$ cat src/hw/rtl/mwerm_pkg.sv
// ============================================================================
// mwerm_pkg
// Shared types and constants for the multi-window event rate meter.
// ============================================================================
package mwerm_pkg;

    localparam int unsigned HISTORY_DEPTH_DEF = 1024;
    localparam int unsigned WINDOW_COUNT_DEF  = 7;
    localparam int unsigned FRACTION_BITS_DEF = 8;
    localparam int unsigned MAX_WINDOWS       = 7;
    localparam int unsigned RATE_W            = 28;
    localparam int unsigned TIME_W            = 32;
    localparam int unsigned WIN_W             = 16;
    localparam int unsigned IDX_W             = 3;
    localparam int unsigned MS_PER_S          = 1000;

    localparam logic [3:0] REG_REFRESH = 4'd7;

    localparam logic [WIN_W-1:0] WINDOW_RESET [MAX_WINDOWS] = '{
        16'd1000, 16'd2000, 16'd3000, 16'd5000, 16'd10000, 16'd20000, 16'd30000
    };
    localparam logic [WIN_W-1:0] REFRESH_RESET = 16'd100;

    localparam logic MODE_PRESS = 1'b0;
    localparam logic MODE_EVAL  = 1'b1;

    // Entry of the queue between the front and the back.
    typedef struct packed {
        logic              mode;
        logic [TIME_W-1:0] time_ms;
    } item_t;

endpackage

$ cat src/hw/rtl/mwerm_front.sv
// ============================================================================
// mwerm_front
// Input queue: accepts items and holds up to two for the back end.
// ============================================================================
module mwerm_front (
    input  logic              clk,
    input  logic              rst_n,
    input  logic              in_valid,
    output logic              in_stall,
    input  mwerm_pkg::item_t  in_item,
    output logic              q_valid,
    input  logic              q_pop,
    output mwerm_pkg::item_t  q_item
);
    import mwerm_pkg::*;

    item_t      slot_reg [2];
    logic [1:0] cnt_reg;
    logic       rd_reg;
    logic       wr_reg;
    logic       push;

    assign in_stall = (cnt_reg == 2'd2);
    assign push     = in_valid && !in_stall;
    assign q_valid  = (cnt_reg != 2'd0);
    assign q_item   = slot_reg[rd_reg];

    always_ff @(posedge clk or negedge rst_n)
    begin
        if (!rst_n)
        begin
            cnt_reg <= 2'd0;
            rd_reg  <= 1'b0;
            wr_reg  <= 1'b0;
        end
        else
        begin
            if (push)
            begin
                wr_reg <= ~wr_reg;
            end
            if (q_pop)
            begin
                rd_reg <= ~rd_reg;
            end
            cnt_reg <= cnt_reg + {1'b0, push} - {1'b0, q_pop};
        end
    end

    always_ff @(posedge clk)
    begin
        if (push)
        begin
            slot_reg[wr_reg] <= in_item;
        end
    end
endmodule

$ cat config.mk
export PLATFORM = sky130hd
export DESIGN_NAME = mwerm_front
export DESIGN_NICKNAME = d
export VERILOG_FILES = /design/src/hw/rtl/mwerm_pkg.sv /design/src/hw/rtl/mwerm_front.sv
export SDC_FILE = /design/constraint.sdc
export NUM_CORES = 1
export LEC_CHECK = 0
export ABC_AREA = 0
export BUFFER_PORTS_ARGS = -buffer_cell sky130_fd_sc_hd__buf_2
export CAP_MARGIN = 10
export CORE_MARGIN = 2
export CORE_UTILIZATION = 30
export DETAILED_ROUTE_END_ITERATION = 8
export GPL_TIMING_DRIVEN = 0
export MAX_ROUTING_LAYER = met4
export PLACE_DENSITY = 0.56
export SYNTH_ARGS = -nofsm -noshare
export SYNTH_HDL_FRONTEND = slang
export SYNTH_SLANG_ARGS = --single-unit
$ cat constraint.sdc
create_clock -name clk -period 4.6 [get_ports clk]
set_input_delay 0.23 -clock clk [delete_from_list [all_inputs] [get_ports clk]]
set_output_delay 0.23 -clock clk [all_outputs]
set_load 0.1 [all_outputs]
==> metrics.md, run 1 <==
| Metric | Value |
|---|---|
| # hold bufs at CTS | 1 |
| CP startpoint | rd_reg |
| Final count of pins violating max slew | 0 |
| Synth top area share | 0.7266 |
| Synth cell count leaders | edfxtp_1 (66), mux2_4 (29), dfrtp_1 (4), mux2_2 (4) |
| Post-DRT Antenna Nets | 0 |
| Critical Path End Type | primary output |
| PortBufs | 71 |
| Met1 Track Usage GR | 0.1148 |
| Synth area leader | edfxtp_1 |
| Hold crit path type | input port to register |
| WP data required | 4.37 ns |
| Final WL | 4.479 mm |
| Final-layout fill cell count | 823 |
| CP cell instances | buf_6 > buf_12 > mux2_4 > buf_2 |
| M2 GR Usage | 0.1507 |
| Tightest Pin Transition | 0.8053 ns |
| Vias post-DR | 1329 |
| DR pass1 iterations | 4 |
| First-pass GRT wire length | 7.038 mm |
| GRT Resource Usage Total | 0.09797 |
| Hold Crit Start | in_item[18] |
| NumNets Final | 243 |
| Netlist cell types | 15 |
| Root Buffer | clkbuf_8 |
| Buf/Inv on CP | 3 |
| Vias in the first global route | 1433 |
| Sequential area share after synthesis | 0.7633 |
| Minimum clock period | 1.872 ns |
| Ys flop type | edfxtp_1 |
| CTS tree | done |
| Synthesized cell area | 2728 sq um |
| Drc violations | 0 |
| DR iter-0 viols | 47 |
| Synthesis-to-layout area growth | 27.75% |
| N_diodes | 0 |
| Die width | 99.35 microns |
| Final period util | 0.4070 |
| Worst Skew | 0.009071 ns |
| CTS H-Tree Depth | 3 |
| Largest net degree at the start of global routing | 34 |
| Achievable Freq | 0.5341 GHz |
| Crit Path Category | register to primary output |
| Critical Path Source Type | register |
| Post-Syn Instances | 120 |
| Final setup vio count | 0 |
| Share of post-route cells with drive strength above 1 | 0.6077 |
| Core ar. | 8763 sq um |
| Max reg flops | 66 |
| TritonCTS Buffers | 9 |
| TritonCTS sink count | 70 |
| Deepest clock path buffer count | 2 |
| MaxCap Viol Count | 0 |
| Endpoints failing hold | 0 |
| GRT busiest layer | met2 |
| Worst path arrival time | 1.64 ns |
| Max stage delay cell, worst path | buf_2 |
| Setup TNS Final | 0 ns |
| Routability cong. | 0.6307 |
| Origin of the critical flop-to-flop path | cnt_reg[1] |
| Wire per inst | 14.13 microns |
| I/O pins | 72 |
| CP max stage delay | 0.42 ns |
| Die Ht | 99.35 microns |
| Setup Fix Bufs, Post-CTS | 0 |
| #FFs+latches synth | 70 |
| PostCTS Resize Cnt | 0 |
| Post-synth EDFFs | 66 |
| Top cells by area, synth | edfxtp_1 (73%), mux2_4 (16%), dfrtp_1 (3.7%), buf_12 (2.2%), mux2_2 (1.7%) |
| Avg Cell Area, Syn | 22.73 sq um |
| Vias per cell | 4.192 |
| Starting Density | 0.3113 |
| Top Family by Delay on Critical Path | buffers and inverters |
| FP Rows | 34 |
| Clock latency at the later pin of the worst-skew pair | 0.33 ns |
| Clock slew at reported path FFs | 0.08 ns |
| Syn Nets | 159 |
| Initial antenna violation count | 0 |
| Status | completed |
| GR met3 Demand/Resource | 0.04076 |
| Die area | 9870 sq um |
| RSZ-0062 raised after global routing | false |
| Yosys warning total | 0 |
| GRT overflow | 0 |
| Post-DP HPWL | 3.059 mm |
| Slew headroom | 0.4631 |
| CP Max Fanout | 10 |
| Fraction of registers with async set/reset | 0.05714 |
| Most common cell in the synthesized netlist | edfxtp_1 |
-- stage by stage --
stage               setup slack (ns)  instance area [sq um]    util  instances  hold slack, ns
global route                   2.661                   3485  0.3976        317         0.05110
detailed placement             2.929                   3254  0.3714        300         0.04537
CTS                            2.686                   3485  0.3976        317         0.05251
floorplan                      2.193                   2728       -        120        -0.06559
finish                         2.728                   3485  0.3976        317         0.07836
global placement               1.180                   3218  0.3672        299         0.04636
-- worst reg2reg max path, cell delays in order (launching register included) --
cell and delay, ns:
dfrtp_1 0.41, nand2b_1 0.11, and3_2 0.72
-- cell usage in the layout, fill, tap and decap left out, drive strengths merged --
cell type	instances
and3	1
buf	76
bufinv	2
clkbuf	9
clkinv	1
clkinvlp	2
dfrtp	4
dlygate4sd3	1
edfxtp	66
ha	2
inv	4
mux2	33
nand2	1
nand2b	1
nor2	1
or2	1
xnor2	3
xor2	1
-- kinds of logic after synthesis --
| group | after synthesis | share of synthesized area |
|---|---|---|
| fa+ha+maj | 2 | 0.009173 |
| xor+xnor | 4 | 0.01285 |
| buf+inv | 6 | 0.02890 |
| mux | 33 | 0.1761 |
| flops | 70 | 0.7633 |
| simple gates | 5 | 0.009635 |
-- final timing paths --
path / end / slack [ns] / cells past startpoint
worst max-delay path: q_item[29] / 2.73 / 4
worst min-delay path: slot_reg[1][18] / 0.08 / 1
worst max register to register: slot_reg[1][0] / 2.95 / 2
worst min register to register: cnt_reg[0] / 0.52 / 1
max in group asynchronous: rd_reg / 4.26 / 2
min in group asynchronous: cnt_reg[0] / 0.22 / 2
-- metal layers --
layer / up-vias / share of wire / wire (microns)
met5: - / 0 / 0
met4: 0 / 0.0060 / 27
met3: 3 / 0.076 / 342
met2: 56 / 0.48 / 2142
met1: 637 / 0.44 / 1967
li1: 633 / - / -
-- layout make-up --
| type | instances | area, sq um | area share |
|---|---|---|---|
| buffer | 4 | 71.32 | 0.02047 |
| clock buffer | 9 | 123.9 | 0.03555 |
| clock inverter | 7 | 96.34 | 0.02765 |
| inverter | 2 | 7.507 | 0.002154 |
| multi-input combinational | 44 | 575.6 | 0.1652 |
| sequential | 70 | 2082 | 0.5975 |
| tap | 108 | 135.1 | 0.03878 |
| timing repair buffer | 73 | 392.9 | 0.1127 |
Power of run 1 is not shown: default switching activity piles up to over one toggle a cycle in this logic, so the estimate is an artifact.
==> run 2: changes to the inputs <==
--- a/config.mk
+++ b/config.mk
@@ -13,7 +13,7 @@
 export DETAILED_ROUTE_END_ITERATION = 8
 export GPL_TIMING_DRIVEN = 0
 export MAX_ROUTING_LAYER = met4
-export PLACE_DENSITY = 0.56
+export PLACE_DENSITY = 0.58
 export SYNTH_ARGS = -nofsm -noshare
 export SYNTH_HDL_FRONTEND = slang
 export SYNTH_SLANG_ARGS = --single-unit
==> constraint.sdc (replaced) <==
create_clock -name clk -period 1.55 [get_ports clk]
set_input_delay 0.0775 -clock clk [delete_from_list [all_inputs] [get_ports clk]]
set_output_delay 0.0775 -clock clk [all_outputs]
set_load 0.1 [all_outputs]
==> run 2 against run 1 <==
  * The flow now finishes with violations (setup timing)
  * Utilization increased by 10 points
  * Clock skew is 0.0019 ns higher
  * Critical path depth is the same
  * Flip-flop and latch count is the same
  * Global-route usage grew 2.1 points
  * Worst setup slack lost 2.8 ns
  * Routed wire length is 23% higher
  * Final area increased by 26%
  * Non-clock buffer count increased by 38
==> metrics.md, run 2 (synthesis results as in run 1) <==
| Metric | Value |
|---|---|
| Status | finished with violations |
| Failing checks | setup timing |
| Commonest non-fill, non-tap cell in the layout | edfxtp_1 |
| Wire per inst | 15.52 microns (+9.9%) |
| Origin of the critical flop-to-flop path | wr_reg |
| Routability cong. | 0.6688 (+6.0%) |
| Hold crit path type | input port to asynchronous set/reset pin |
| Tightest Pin Transition | 0.5018 ns (-0.3035 ns) |
| FP Rows | 34 (unchanged) |
| Finished Layout Cells | 355 (+12%) |
| Clock slew at reported path FFs | 0.08 ns (about the same) |
| DR pass1 iterations | 4 (unchanged) |
| Crit Path Category | register to primary output |
| Critical Path Source Type | register |
| Root Buffer | clkbuf_8 |
| CP endpoint | q_item[10] |
| CP Max Fanout | 10 (unchanged) |
| PortBufs | 71 (unchanged) |
| Synthesis-to-layout area growth | 60.55% |
| MaxCap Viol Count | 0 (unchanged) |
| Post-DRT Antenna Nets | 0 (unchanged) |
| Setup ws final | -0.06034 ns (-2.788 ns) |
| Critical Path End Type | primary output |
| Slew headroom | 0.6655 (+0.2024) |
| Post-DP HPWL | 3.051 mm (-0.26%) |
| Core ar. | 8763 sq um (unchanged) |
| Achievable Freq | 0.6210 GHz |
| CP startpoint | rd_reg |
| GRT overflow | 0 (unchanged) |
| Clock latency at the later pin of the worst-skew pair | 0.34 ns (about the same) |
| Die Ht | 99.35 microns (unchanged) |
| Worst path arrival time | 1.53 ns (-0.11 ns) |
| Die width | 99.35 microns (unchanged) |
| CTS H-Tree Depth | 3 (unchanged) |
| TritonCTS Buffers | 9 (unchanged) |
| Die area | 9870 sq um (unchanged) |
| DR iter-0 viols | 13 (-72%) |
| CTS tree | done |
| Reg2reg end | slot_reg[1][10] |
| WP data required | 1.47 ns (-2.90 ns) |
| Initial antenna violation count | 0 (unchanged) |
| I/O pins | 72 (unchanged) |
| Starting Density | 0.3113 (unchanged) |
| Vias in the first global route | 1712 (+19%) |
| Placed insts | 299 (-0.33%) |
| Minimum clock period | 1.610 ns |
| Final setup vio count | 30 (+30) |
| Drc violations | 0 (unchanged) |
| Vias post-DR | 1531 (+15%) |
| Final period util | 1.039 |
| RSZ-0062 raised after global routing | true |
| Final count of pins violating max slew | 0 (unchanged) |
| Final WL | 5.511 mm (+23%) |
| Share of post-route cells with drive strength above 1 | 0.5506 (-0.05705) |
| GRT Resource Usage Total | 0.1194 (+0.02144) |
| R2R depth | 1 (-1) |
| TritonCTS sink count | 70 (unchanged) |
| Most frequent cells in the layout | edfxtp_1 (66), buf_2 (38), buf_12 (35), dlygate4sd3_1 (35), mux2_4 (29) |
| Deepest clock path buffer count | 2 (unchanged) |
| Vias per cell | 4.313 (+2.9%) |
| Largest net degree at the start of global routing | 34 (unchanged) |
| First-pass GRT wire length | 8.666 mm (+23%) |
| Worst Skew | 0.01100 ns (+0.001932 ns) |
| NumNets Final | 282 (+16%) |
| Max reg flops | 66 (unchanged) |
| Endpoints failing hold | 0 (unchanged) |
| R2R setup slack | 0.06 ns (-2.89 ns) |
| N_diodes | 0 (unchanged) |
[run 2: worst min path at each step]
stage / slack (ns) / start / endpoint
global placement: -0.11 / rst_n / cnt_reg[0]
detailed placement: -0.11 / rst_n / cnt_reg[0]
CTS: 0.05 / rst_n / wr_reg
finish: 0.07 / rst_n / wr_reg
global route: 0.06 / rst_n / wr_reg
floorplan: -0.22 / rst_n / cnt_reg[0]
[run 2: final cells by class]
| cell class | instances | area, sq um |
|---|---|---|
| clock inverters | 6 | 87.58 |
| well taps | 108 | 135.1 |
| clock buffers | 9 | 123.9 |
| multi-input cells | 45 | 613.1 |
| flip-flops and latches | 70 | 2083 |
| repair buffers | 111 | 1249 |
| plain buffers | 4 | 80.08 |
| inverters | 2 | 7.507 |
| fillers | 717 | 4384 |
[run 2: stage by stage]
step | utilization | TNS (ns) | setup WS (ns) | area, sq um | hold WS [ns]
2_1_floorplan | - | 0 | 0.03123 | 2736 | -0.2181
3_3_place_gp | 0.3682 | -17.04 | -0.3604 | 3227 | -0.1111
3_5_place_dp | 0.3682 | -15.98 | -0.3594 | 3227 | -0.1094
4_1_cts | 0.4964 | -2.244 | -0.09611 | 4350 | 0.05231
5_1_grt | 0.4997 | -2.964 | -0.1079 | 4379 | 0.05899
6_report | 0.4997 | -1.342 | -0.06034 | 4379 | 0.06659
[run 2: repair_timing]
| action | CTS | global route |
|---|---|---|
| buffers inserted | 3 | 1 |
| hold buffers | 35 | 0 |
| pin swaps | 3 | 1 |
| endpoints found under the hold margin | 71 | 0 |
| setup endpoints to repair | 100 | 60 |
| cloned | 2 | 0 |
| resized for setup | 130 | 4 |
[run 2: per-layer routing]
| metal | wire length [microns] | track usage | vias up | share of wire |
|---|---|---|---|---|
| li1 | - | - | 711 | - |
| met1 | 2500 | 0.1489 | 766 | 0.45 |
| met2 | 2711 | 0.1897 | 47 | 0.49 |
| met3 | 212 | 0.02881 | 7 | 0.038 |
| met4 | 87 | 0.04426 | 0 | 0.016 |
| met5 | 0 | - | - | 0 |
[run 2: worst max-delay path: stages, from the launching register on]
cell     delay, ns
dfrtp_1       0.40
buf_12        0.16
buf_12        0.15
mux2_4        0.32
buf_12        0.17
Power of run 2 is left out for the same reason.
